`src/hdl/cbfm_pkg.sv`:
```
package cbfm_pkg;

	localparam int NUM_FRAMES     = 16;
	localparam int FILE_ID_BITS   = 8;
	localparam int PIN_COUNT_BITS = 8;
	localparam int FRAME_BITS     = $clog2(NUM_FRAMES);
	localparam int CFG_BITS       = 5;
	localparam int PAGE_BITS      = 32;
	localparam int OUT_FILE_BITS  = 8;
	localparam int OUT_FRAME_BITS = 4;
	localparam int STEP_BITS      = FRAME_BITS + 2;

	localparam logic [CFG_BITS-1:0]       NF_CFG  = CFG_BITS'(NUM_FRAMES);
	localparam logic [PIN_COUNT_BITS-1:0] PIN_MAX = '1;

	typedef enum logic [2:0] {
		CMD_READ    = 3'd0,
		CMD_UNPIN   = 3'd1,
		CMD_ALLOC   = 3'd2,
		CMD_DISPOSE = 3'd3,
		CMD_FLUSH   = 3'd4
	} cmd_t;

	typedef enum logic [1:0] {
		ST_OK       = 2'd0,
		ST_EXCEEDED = 2'd1,
		ST_NOT_PIN  = 2'd2,
		ST_PINNED   = 2'd3
	} status_t;

	typedef enum logic [2:0] {
		S_IDLE,
		S_LOOKUP,
		S_SWEEP,
		S_FLUSH,
		S_DONE
	} state_t;

	// controller -> datapath
	typedef struct packed {
		logic capture;   // latch command fields
		logic scan_clr;  // reset scan index
		logic look_step; // test one frame for a tag match
		logic sweep_step;
		logic flush_step;
		logic act_hit;   // apply read/unpin/dispose on matched frame
		logic act_miss;  // unpin/dispose with no match
		logic act_load;  // load victim, emit result
		logic act_full;  // emit buffer exceeded
		logic act_unk;   // emit empty result
		logic flush_done; // emit the held flush result with last
	} ctl_t;

	// datapath -> controller
	typedef struct packed {
		logic       found;     // lookup found a match
		logic       look_end;  // lookup is at the last frame
		logic       taken;     // sweep takes the current frame
		logic       sweep_end; // sweep reached its step limit
		logic       flush_stop;
		logic       flush_last;
		logic [2:0] cmd;
	} sts_t;

endpackage

```
`src/hdl/cbfm_ctrl.sv`:
```
module cbfm_ctrl (
	input  logic          clk,
	input  logic          arst_n,
	input  logic          start,
	output logic          busy,
	input  cbfm_pkg::sts_t sts,
	output cbfm_pkg::ctl_t ctl
);
	import cbfm_pkg::*;

	state_t state_q, state_d;

	always_ff @(posedge clk or negedge arst_n) begin
		if (!arst_n) state_q <= S_IDLE;
		else state_q <= state_d;
	end

	always_comb begin
		state_d = state_q;
		case (state_q)
			S_IDLE: begin
				if (start) state_d = S_LOOKUP;
			end
			S_LOOKUP: begin
				case (sts.cmd)
					CMD_ALLOC: state_d = S_SWEEP;
					CMD_FLUSH: state_d = S_FLUSH;
					CMD_READ: begin
						if (sts.found) state_d = S_IDLE;
						else if (sts.look_end) state_d = S_SWEEP;
					end
					CMD_UNPIN, CMD_DISPOSE: begin
						if (sts.found || sts.look_end) state_d = S_IDLE;
					end
					default: state_d = S_IDLE;
				endcase
			end
			S_SWEEP: begin
				if (sts.taken || sts.sweep_end) state_d = S_IDLE;
			end
			S_FLUSH: begin
				if (sts.flush_stop || sts.flush_last) state_d = S_DONE;
			end
			S_DONE:  state_d = S_IDLE;
			default: state_d = S_IDLE;
		endcase
	end

	always_comb begin
		ctl = '0;
		busy = (state_q != S_IDLE);
		case (state_q)
			S_IDLE: begin
				ctl.capture  = start;
				ctl.scan_clr = start;
			end
			S_LOOKUP: begin
				case (sts.cmd)
					CMD_READ, CMD_UNPIN, CMD_DISPOSE: begin
						ctl.look_step = 1'b1;
						ctl.act_hit   = sts.found;
						ctl.act_miss  = !sts.found && sts.look_end && sts.cmd != CMD_READ;
						ctl.scan_clr  = !sts.found && sts.look_end;
					end
					CMD_ALLOC, CMD_FLUSH: ctl.scan_clr = 1'b1;
					default: ctl.act_unk = 1'b1;
				endcase
			end
			S_SWEEP: begin
				ctl.sweep_step = 1'b1;
				ctl.act_load   = sts.taken;
				ctl.act_full   = !sts.taken && sts.sweep_end;
			end
			S_FLUSH: begin
				ctl.flush_step = 1'b1;
			end
			S_DONE: begin
				ctl.flush_done = 1'b1;
			end
			default: ;
		endcase
	end

endmodule

```
`src/hdl/cbfm_dp.sv`:
```
module cbfm_dp (
	input  logic                          clk,
	input  logic                          arst_n,
	input  logic                          cfg_we,
	input  logic [cbfm_pkg::CFG_BITS-1:0] cfg_data,
	input  logic [2:0]                    command,
	input  logic [7:0]                    file_id,
	input  logic [31:0]                   page_id,
	input  logic                          mark_dirty,
	input  cbfm_pkg::ctl_t                ctl,
	output cbfm_pkg::sts_t                sts,
	output logic                          result_valid,
	output logic [1:0]                    status,
	output logic [3:0]                    frame_index,
	output logic                          hit,
	output logic                          fetch_needed,
	output logic                          writeback_needed,
	output logic [7:0]                    writeback_file,
	output logic [31:0]                   writeback_page,
	output logic                          last
);
	import cbfm_pkg::*;

	logic [FILE_ID_BITS-1:0]   tag_file_q [NUM_FRAMES];
	logic [PAGE_BITS-1:0]      tag_page_q [NUM_FRAMES];
	logic [NUM_FRAMES-1:0]     valid_q, dirty_q, ref_q;
	logic [PIN_COUNT_BITS-1:0] pin_q [NUM_FRAMES];
	logic [FRAME_BITS-1:0]     hand_q;
	logic [CFG_BITS-1:0]       fiu_q;

	logic [2:0]              cmd_q;
	logic [FILE_ID_BITS-1:0] file_q;
	logic [PAGE_BITS-1:0]    page_q;
	logic                    md_q;
	logic [STEP_BITS-1:0]    idx_q;   // scan index / sweep step count

	logic [CFG_BITS-1:0]   n_act;
	logic [FRAME_BITS-1:0] idx_f, hnext, last_f;
	logic                  match_c, hold_c, sel_c, flush_emit_c;
	logic [STEP_BITS-1:0]  two_n;

	// flush result held until the next one is known, so last can be set
	logic                     held_q;
	logic [1:0]               h_status_q;
	logic [OUT_FRAME_BITS-1:0] h_frame_q;
	logic                     h_wb_q;
	logic [OUT_FILE_BITS-1:0] h_wf_q;
	logic [PAGE_BITS-1:0]     h_wp_q;

	logic                      res_valid, res_hit, res_fetch, res_wb, res_last;
	logic [1:0]                res_status;
	logic [OUT_FRAME_BITS-1:0] res_frame;
	logic [OUT_FILE_BITS-1:0]  res_wf;
	logic [PAGE_BITS-1:0]      res_wp;

	always_comb begin
		if (fiu_q == '0) n_act = CFG_BITS'(1);
		else if (fiu_q > NF_CFG) n_act = NF_CFG;
		else n_act = fiu_q;
		last_f = FRAME_BITS'(n_act - CFG_BITS'(1));
		two_n  = STEP_BITS'({n_act, 1'b0});
		idx_f  = idx_q[FRAME_BITS-1:0];
		hnext  = (hand_q >= last_f) ? '0 : hand_q + FRAME_BITS'(1);
		sel_c   = valid_q[idx_f] && tag_file_q[idx_f] == file_q;
		match_c = sel_c && tag_page_q[idx_f] == page_q;
		hold_c  = valid_q[hnext] && (ref_q[hnext] || pin_q[hnext] != '0);
		flush_emit_c = ctl.flush_step && sel_c && (pin_q[idx_f] != '0 || dirty_q[idx_f]);
	end

	always_comb begin
		sts.cmd        = cmd_q;
		sts.found      = match_c;
		sts.look_end   = (idx_f == last_f);
		sts.taken      = !hold_c;
		sts.sweep_end  = (idx_q == two_n - STEP_BITS'(1));
		sts.flush_stop = sel_c && pin_q[idx_f] != '0;
		sts.flush_last = (idx_f == last_f);
	end

	always_comb begin
		res_valid  = 1'b0;
		res_status = ST_OK;
		res_frame  = '0;
		res_hit    = 1'b0;
		res_fetch  = 1'b0;
		res_wb     = 1'b0;
		res_wf     = '0;
		res_wp     = '0;
		res_last   = 1'b1;
		if (ctl.act_hit) begin
			res_valid = 1'b1;
			res_frame = OUT_FRAME_BITS'(idx_f);
			res_hit   = 1'b1;
			if (cmd_q == CMD_UNPIN && pin_q[idx_f] == '0) res_status = ST_NOT_PIN;
		end else if (ctl.act_miss || ctl.act_unk) begin
			res_valid = 1'b1;
		end else if (ctl.act_full) begin
			res_valid  = 1'b1;
			res_status = ST_EXCEEDED;
		end else if (ctl.act_load) begin
			res_valid = 1'b1;
			res_frame = OUT_FRAME_BITS'(hnext);
			res_fetch = 1'b1;
			res_wb    = valid_q[hnext] && dirty_q[hnext];
			if (valid_q[hnext] && dirty_q[hnext]) begin
				res_wf = OUT_FILE_BITS'(tag_file_q[hnext]);
				res_wp = tag_page_q[hnext];
			end
		end else if ((flush_emit_c && held_q) || ctl.flush_done) begin
			// release the held flush result: without last if another follows, with last on flush_done
			res_valid  = 1'b1;
			res_status = h_status_q;
			res_frame  = h_frame_q;
			res_wb     = h_wb_q;
			res_wf     = h_wf_q;
			res_wp     = h_wp_q;
			res_last   = ctl.flush_done;
		end
	end

	always_ff @(posedge clk or negedge arst_n) begin
		if (!arst_n) begin
			fiu_q   <= NF_CFG;
			hand_q  <= FRAME_BITS'(NUM_FRAMES - 1);
			valid_q <= '0;
			dirty_q <= '0;
			ref_q   <= '0;
			for (int i = 0; i < NUM_FRAMES; i++) pin_q[i] <= '0;
			idx_q      <= '0;
			held_q     <= 1'b0;
			h_status_q <= ST_OK;
			h_frame_q  <= '0;
			h_wb_q     <= 1'b0;
			h_wf_q     <= '0;
			h_wp_q     <= '0;
			result_valid     <= 1'b0;
			status           <= ST_OK;
			frame_index      <= '0;
			hit              <= 1'b0;
			fetch_needed     <= 1'b0;
			writeback_needed <= 1'b0;
			writeback_file   <= '0;
			writeback_page   <= '0;
			last             <= 1'b0;
		end else begin
			if (cfg_we) fiu_q <= cfg_data;
			if (ctl.scan_clr) idx_q <= '0;
			else if (ctl.look_step || ctl.sweep_step || ctl.flush_step)
				idx_q <= idx_q + STEP_BITS'(1);

			if (ctl.act_hit) begin
				case (cmd_q)
					CMD_READ: begin
						ref_q[idx_f] <= 1'b1;
						if (pin_q[idx_f] != PIN_MAX) pin_q[idx_f] <= pin_q[idx_f] + 1'b1;
					end
					CMD_UNPIN: begin
						if (md_q) dirty_q[idx_f] <= 1'b1;
						if (pin_q[idx_f] != '0) pin_q[idx_f] <= pin_q[idx_f] - 1'b1;
					end
					default: begin
						valid_q[idx_f] <= 1'b0; dirty_q[idx_f] <= 1'b0;
						ref_q[idx_f] <= 1'b0; pin_q[idx_f] <= '0;
					end
				endcase
			end else if (ctl.sweep_step) begin
				hand_q <= hnext;
				if (ctl.act_load) begin
					valid_q[hnext] <= 1'b1; dirty_q[hnext] <= 1'b0;
					ref_q[hnext] <= 1'b1; pin_q[hnext] <= PIN_COUNT_BITS'(1);
				end else if (valid_q[hnext] && ref_q[hnext]) begin
					ref_q[hnext] <= 1'b0;
				end
			end else if (ctl.flush_step && sel_c && pin_q[idx_f] == '0) begin
				valid_q[idx_f] <= 1'b0; dirty_q[idx_f] <= 1'b0;
				ref_q[idx_f] <= 1'b0; pin_q[idx_f] <= '0;
			end

			if (ctl.capture) begin
				held_q     <= 1'b0;
				h_status_q <= ST_OK;
				h_frame_q  <= '0;
				h_wb_q     <= 1'b0;
				h_wf_q     <= '0;
				h_wp_q     <= '0;
			end else if (flush_emit_c) begin
				held_q     <= 1'b1;
				h_status_q <= (pin_q[idx_f] != '0) ? ST_PINNED : ST_OK;
				h_frame_q  <= OUT_FRAME_BITS'(idx_f);
				h_wb_q     <= (pin_q[idx_f] == '0);
				h_wf_q     <= (pin_q[idx_f] == '0) ? OUT_FILE_BITS'(tag_file_q[idx_f]) : '0;
				h_wp_q     <= (pin_q[idx_f] == '0) ? tag_page_q[idx_f] : '0;
			end

			result_valid <= res_valid;
			if (res_valid) begin
				status           <= res_status;
				frame_index      <= res_frame;
				hit              <= res_hit;
				fetch_needed     <= res_fetch;
				writeback_needed <= res_wb;
				writeback_file   <= res_wf;
				writeback_page   <= res_wp;
				last             <= res_last;
			end
		end
	end

	always_ff @(posedge clk) begin
		if (ctl.capture) begin
			cmd_q  <= command;
			file_q <= FILE_ID_BITS'(file_id);
			page_q <= page_id;
			md_q   <= mark_dirty;
		end
		if (ctl.act_load) begin
			tag_file_q[hnext] <= file_q;
			tag_page_q[hnext] <= page_q;
		end
	end

endmodule

```
`src/hdl/clock_buffer_frame_manager_unit.sv`:
```
// Clock-replacement buffer frame manager. Pulse start with a command while busy is low; the
// item is taken at that edge. Each result appears for one cycle with result_valid high and
// must be taken then; the receiver cannot stall. With n frames in use, busy stays high while:
// read, unpin and dispose scan the frames from 0 and stop at the first match; a read miss
// then sweeps at most 2n frames from the hand, as allocate does; flush scans the frames and
// stops early at a pinned frame of its file. The final result shows in the cycle in which
// busy drops, and the next command can be taken in that cycle; no command takes longer than
// a read miss. Flush gives one result per dirty frame of its file, one for a pinned frame at
// which it stops, or one empty result if there is none, each released once the next one is
// known. The frame table is held in flip-flops; no clearing pass follows reset.
module clock_buffer_frame_manager_unit (
	input  logic        clk,
	input  logic        arst_n,
	input  logic        start,
	output logic        busy,
	input  logic [2:0]  command,
	input  logic [7:0]  file_id,
	input  logic [31:0] page_id,
	input  logic        mark_dirty,
	input  logic        cfg_we,
	input  logic [cbfm_pkg::CFG_BITS-1:0] cfg_data,
	output logic        result_valid,
	output logic [1:0]  status,
	output logic [3:0]  frame_index,
	output logic        hit,
	output logic        fetch_needed,
	output logic        writeback_needed,
	output logic [7:0]  writeback_file,
	output logic [31:0] writeback_page,
	output logic        last
);
	import cbfm_pkg::*;

	ctl_t ctl;
	sts_t sts;

	cbfm_ctrl u_ctrl (.clk, .arst_n, .start, .busy, .sts, .ctl);

	cbfm_dp u_dp (
		.clk, .arst_n, .cfg_we, .cfg_data, .command, .file_id, .page_id, .mark_dirty,
		.ctl, .sts, .result_valid, .status, .frame_index, .hit, .fetch_needed,
		.writeback_needed, .writeback_file, .writeback_page, .last
	);

endmodule

```
`config.mk`:
```
export PLATFORM = sky130hd
export DESIGN_NAME = clock_buffer_frame_manager_unit
export DESIGN_NICKNAME = d
export VERILOG_FILES = /design/src/hdl/cbfm_pkg.sv /design/src/hdl/cbfm_ctrl.sv /design/src/hdl/cbfm_dp.sv /design/src/hdl/clock_buffer_frame_manager_unit.sv
export SDC_FILE = /design/constraint.sdc
export NUM_CORES = 2
export LEC_CHECK = 0
export BUFFER_PORTS_ARGS = -buffer_cell sky130_fd_sc_hd__buf_2
export CAP_MARGIN = 15
export CORE_MARGIN = 4
export CORE_UTILIZATION = 40
export DETAILED_ROUTE_END_ITERATION = 10
export SYNTH_ARGS = -nofsm -noshare
export SYNTH_HDL_FRONTEND = slang
export SYNTH_SLANG_ARGS = --single-unit
```
`constraint.sdc`:
```
create_clock -name clk -period 14.9 [get_ports clk]
set_input_delay 0.745 -clock clk [delete_from_list [all_inputs] [get_ports clk]]
set_output_delay 0.745 -clock clk [all_outputs]
set_load 0.1 [all_outputs]
```
==> flow_summary.ini <==
[drt]
wl_per_cell_um = 33.2
drt_iter0_drc = 5087
totalWireLength_um = 172000
ant_nets = 0
vias_per_cell = 6.73
drc = 0
dr_total_vias = 34807
first_pass_iters = 9

[floorplanning]
die_area_um2 = 124000
start_util = 0.405
die_h_um = 352
core_area_um2 = 117000
ios = 105
rows = 125
fp.dieW_um = 352

[yosys]
synth_mux_area_frac = 0.132
syn_nets = 3609
syn_avg_cell_area_um2 = 13.4
synth_compound_area_frac = 0.150
synth_cell_types = 92
async_flop_share = 0.299
synth_area_um2 = 47300
ys_seq_area_frac = 0.588
synth_warnings = 0
synthCells = 3544
synthFlopType = edfxtp_1
synth-simple-area-share = 0.0768
synthXorXnorAreaFrac = 0.0152
ys_ff_latch = 976
synth_top_family_by_area = compound AO/OA/AOI/OAI gates
synthAdderAreaFrac = 0.00317
synth_edf_count = 684

[clock_network]
numCtsBuffers = 100
cts-htree-levels = 3
cts_setup_buffers = 0
cts_tree = built
hold_buffers = 0
cts_resized = 0
clk_latency_ns = 0.71
clock_path_buffers = 3
clk_pin_slew_worst_paths_ns = 0.06
root_buffer = clkbuf_16
clock-sinks = 976

[sta]
setup-violations-final = 0
fin_crit_ns = 7.28
whs_ns = 0.170
fin_worst_skew_ns = 0.0439
fin_crit_sh = 0.489
fin_tns_setup_ns = 0
relSlewSlack = 0.231
fmax_mhz = 137
worst_pin_slew_ns = 1.15
finalMaxSlewViolations = 0
finalHoldViolations = 0
rsz0062_at_grt = no

[pwr]
p_leak_nw = 18.7
ir_drop_uv = 184
powerDensity_nw_per_um2 = 198

[cells_and_area]
final_nets = 3626
final_cell_mix = edfxtp_1, dfrtp_1, nand2_1
final.fill_count = 10367
fin_area_um2 = 52700
final_common_cell = edfxtp_1
final_util = 0.451
multiInputGateArea_um2 = 18000
area_growth_syn_to_layout_pct = 11.2
layout-drive-gt1-share = 0.168
register_area_um2 = 27900

[worst_setup_path]
worstPathRequired_ns = 15.46
cp.arrival_ns = 7.85
start_kind = flip-flop
cp-end-kind = flip-flop
crit_fanout = 41
critPathKind = reg2reg

[global_route]
antenna_found_initial = 4
grt_pass1_vias = 33881
grt_pass1_wl_um = 245000
grt_max_degree = 148
grt.overflow.total = 0
grt_usage = 0.267

[worst_hold_path]
worstHoldPathType = in2async

[job]
drv_cap = 0

[placement]
place_congestion = 0.951
placed_cell_area_um2 = 49300
place_hpwl_um = 98400
port_buffers = 104

[outcome]
status = finished, final reports clean
-- path summary, 6_finish.rpt --
check | start | end | slack [ns] | cells past startpoint
max | u_dp.idx_q[0]$_DFFE_PN0P_ | u_dp.pin_q[111]$_DFFE_PN0P_ | 7.62 | 15
min | arst_n | u_dp.pin_q[85]$_DFFE_PN0P_ | 0.17 | 1
max reg2reg | u_dp.idx_q[0]$_DFFE_PN0P_ | u_dp.pin_q[111]$_DFFE_PN0P_ | 7.62 | 15
min reg2reg | u_dp.hit$_DFFE_PN0P_ | u_dp.hit$_DFFE_PN0P_ | 0.47 | 2
max in group asynchronous | arst_n | asynchronous set/reset pin | 12.40 | 3
min in group clk | file_id[7] | u_dp.file_q[7]$_DFFE_PP_ | 0.21 | 1
-- final cells by class --
type                       count  share of cell area
antenna                        2           0.0000950
clock buffer                 134              0.0525
clock inverter                55              0.0108
inverter                      52             0.00375
multi-input combinational   2234               0.343
sequential                   976               0.529
tap                         1524              0.0362
timing repair buffer         197              0.0248
-- synthesized netlist by cell type (68+ instances only) --
master	instances	area [um^2]
edfxtp_1	684	20500
dfrtp_1	287	7180
nand2_1	260	976
mux2i_1	229	2290
nor2_1	203	762
clkbuf_1	176	661
o21ai_0	171	856
mux4_2	163	3670
o221ai_1	127	1110
nor3_1	92	460
o2bb2ai_1	79	692
a21oi_1	72	360
a22oi_1	72	541
o22ai_1	68	425
-- kinds of logic after synthesis --
| kind of cell | after synthesis |
|---|---|
| AO/OA/AOI/OAI | 950 |
| XOR/XNOR | 82 |
| flip-flops | 976 |
| AND/OR/NAND/NOR | 772 |
| buffers and inverters | 334 |
| adder cells (fa/ha/maj) | 12 |
| multiplexers | 418 |
-- through the flow --
| stage | instances | total power (W) | setup slack, ns |
|---|---|---|---|
| after detailed placement | 4982 | 0.00781 | 7.72 |
| after global routing | 5172 | 0.0108 | 7.29 |
| final | 5174 | 0.0104 | 7.62 |
| after CTS | 5171 | 0.0104 | 7.70 |
| after global placement | 4982 | 0.00780 | 7.73 |
| after floorplan | 3544 | 0.00624 | 7.01 |
-- routing by layer --
metal | share of wire | vias up | GRT usage | wire length (um)
met1 | 0.39 | 17750 | 0.372 | 67600
met5 | 0.000099 | - | 0 | 17
met2 | 0.45 | 2382 | 0.408 | 76600
met3 | 0.11 | 461 | 0.0526 | 18900
li1 | - | 14212 | - | -
met4 | 0.050 | 2 | 0.119 | 8590
-- sequential cells by signal (all words and copies together), names as in the netlist, 4 cells and up, named ones only --
signal and cells:
u_dp.pin_q 128, u_dp.tag_file_q 128, u_dp.h_wp_q 32, u_dp.h_frame_q 4
u_dp.fiu_q 5, u_dp.page_q 32, u_dp.file_q 8, u_dp.h_wf_q 8
u_dp.writeback_page 32, u_dp.frame_index 4, u_dp.valid_q 16, u_dp.hand_q 4
u_dp.writeback_file 8, u_dp.tag_page_q 512, u_dp.idx_q 6
-- power by group --
part	internal (W)	switching, W	total [W]
clock network	0.00146	0.00112	0.00258
registers	0.00317	0.000251	0.00343
logic	0.00133	0.00311	0.00444
total	0.00597	0.00448	0.0104
-- worst max-delay path, cell delays in order (launching register included) --
cell and delay [ns]:
dfrtp_4 0.78, buf_4 0.72, buf_4 0.64, buf_4 0.76
mux4_2 0.59, nor2_1 0.10, a221oi_1 0.08, xor2_1 0.25
o41ai_1 0.91, and3_1 0.32, and4_1 0.22, buf_4 0.42
a21o_1 0.23, buf_4 0.32, nand3_1 0.33, a22o_1 0.32
Note: power is estimated with default switching activity, not from simulation.
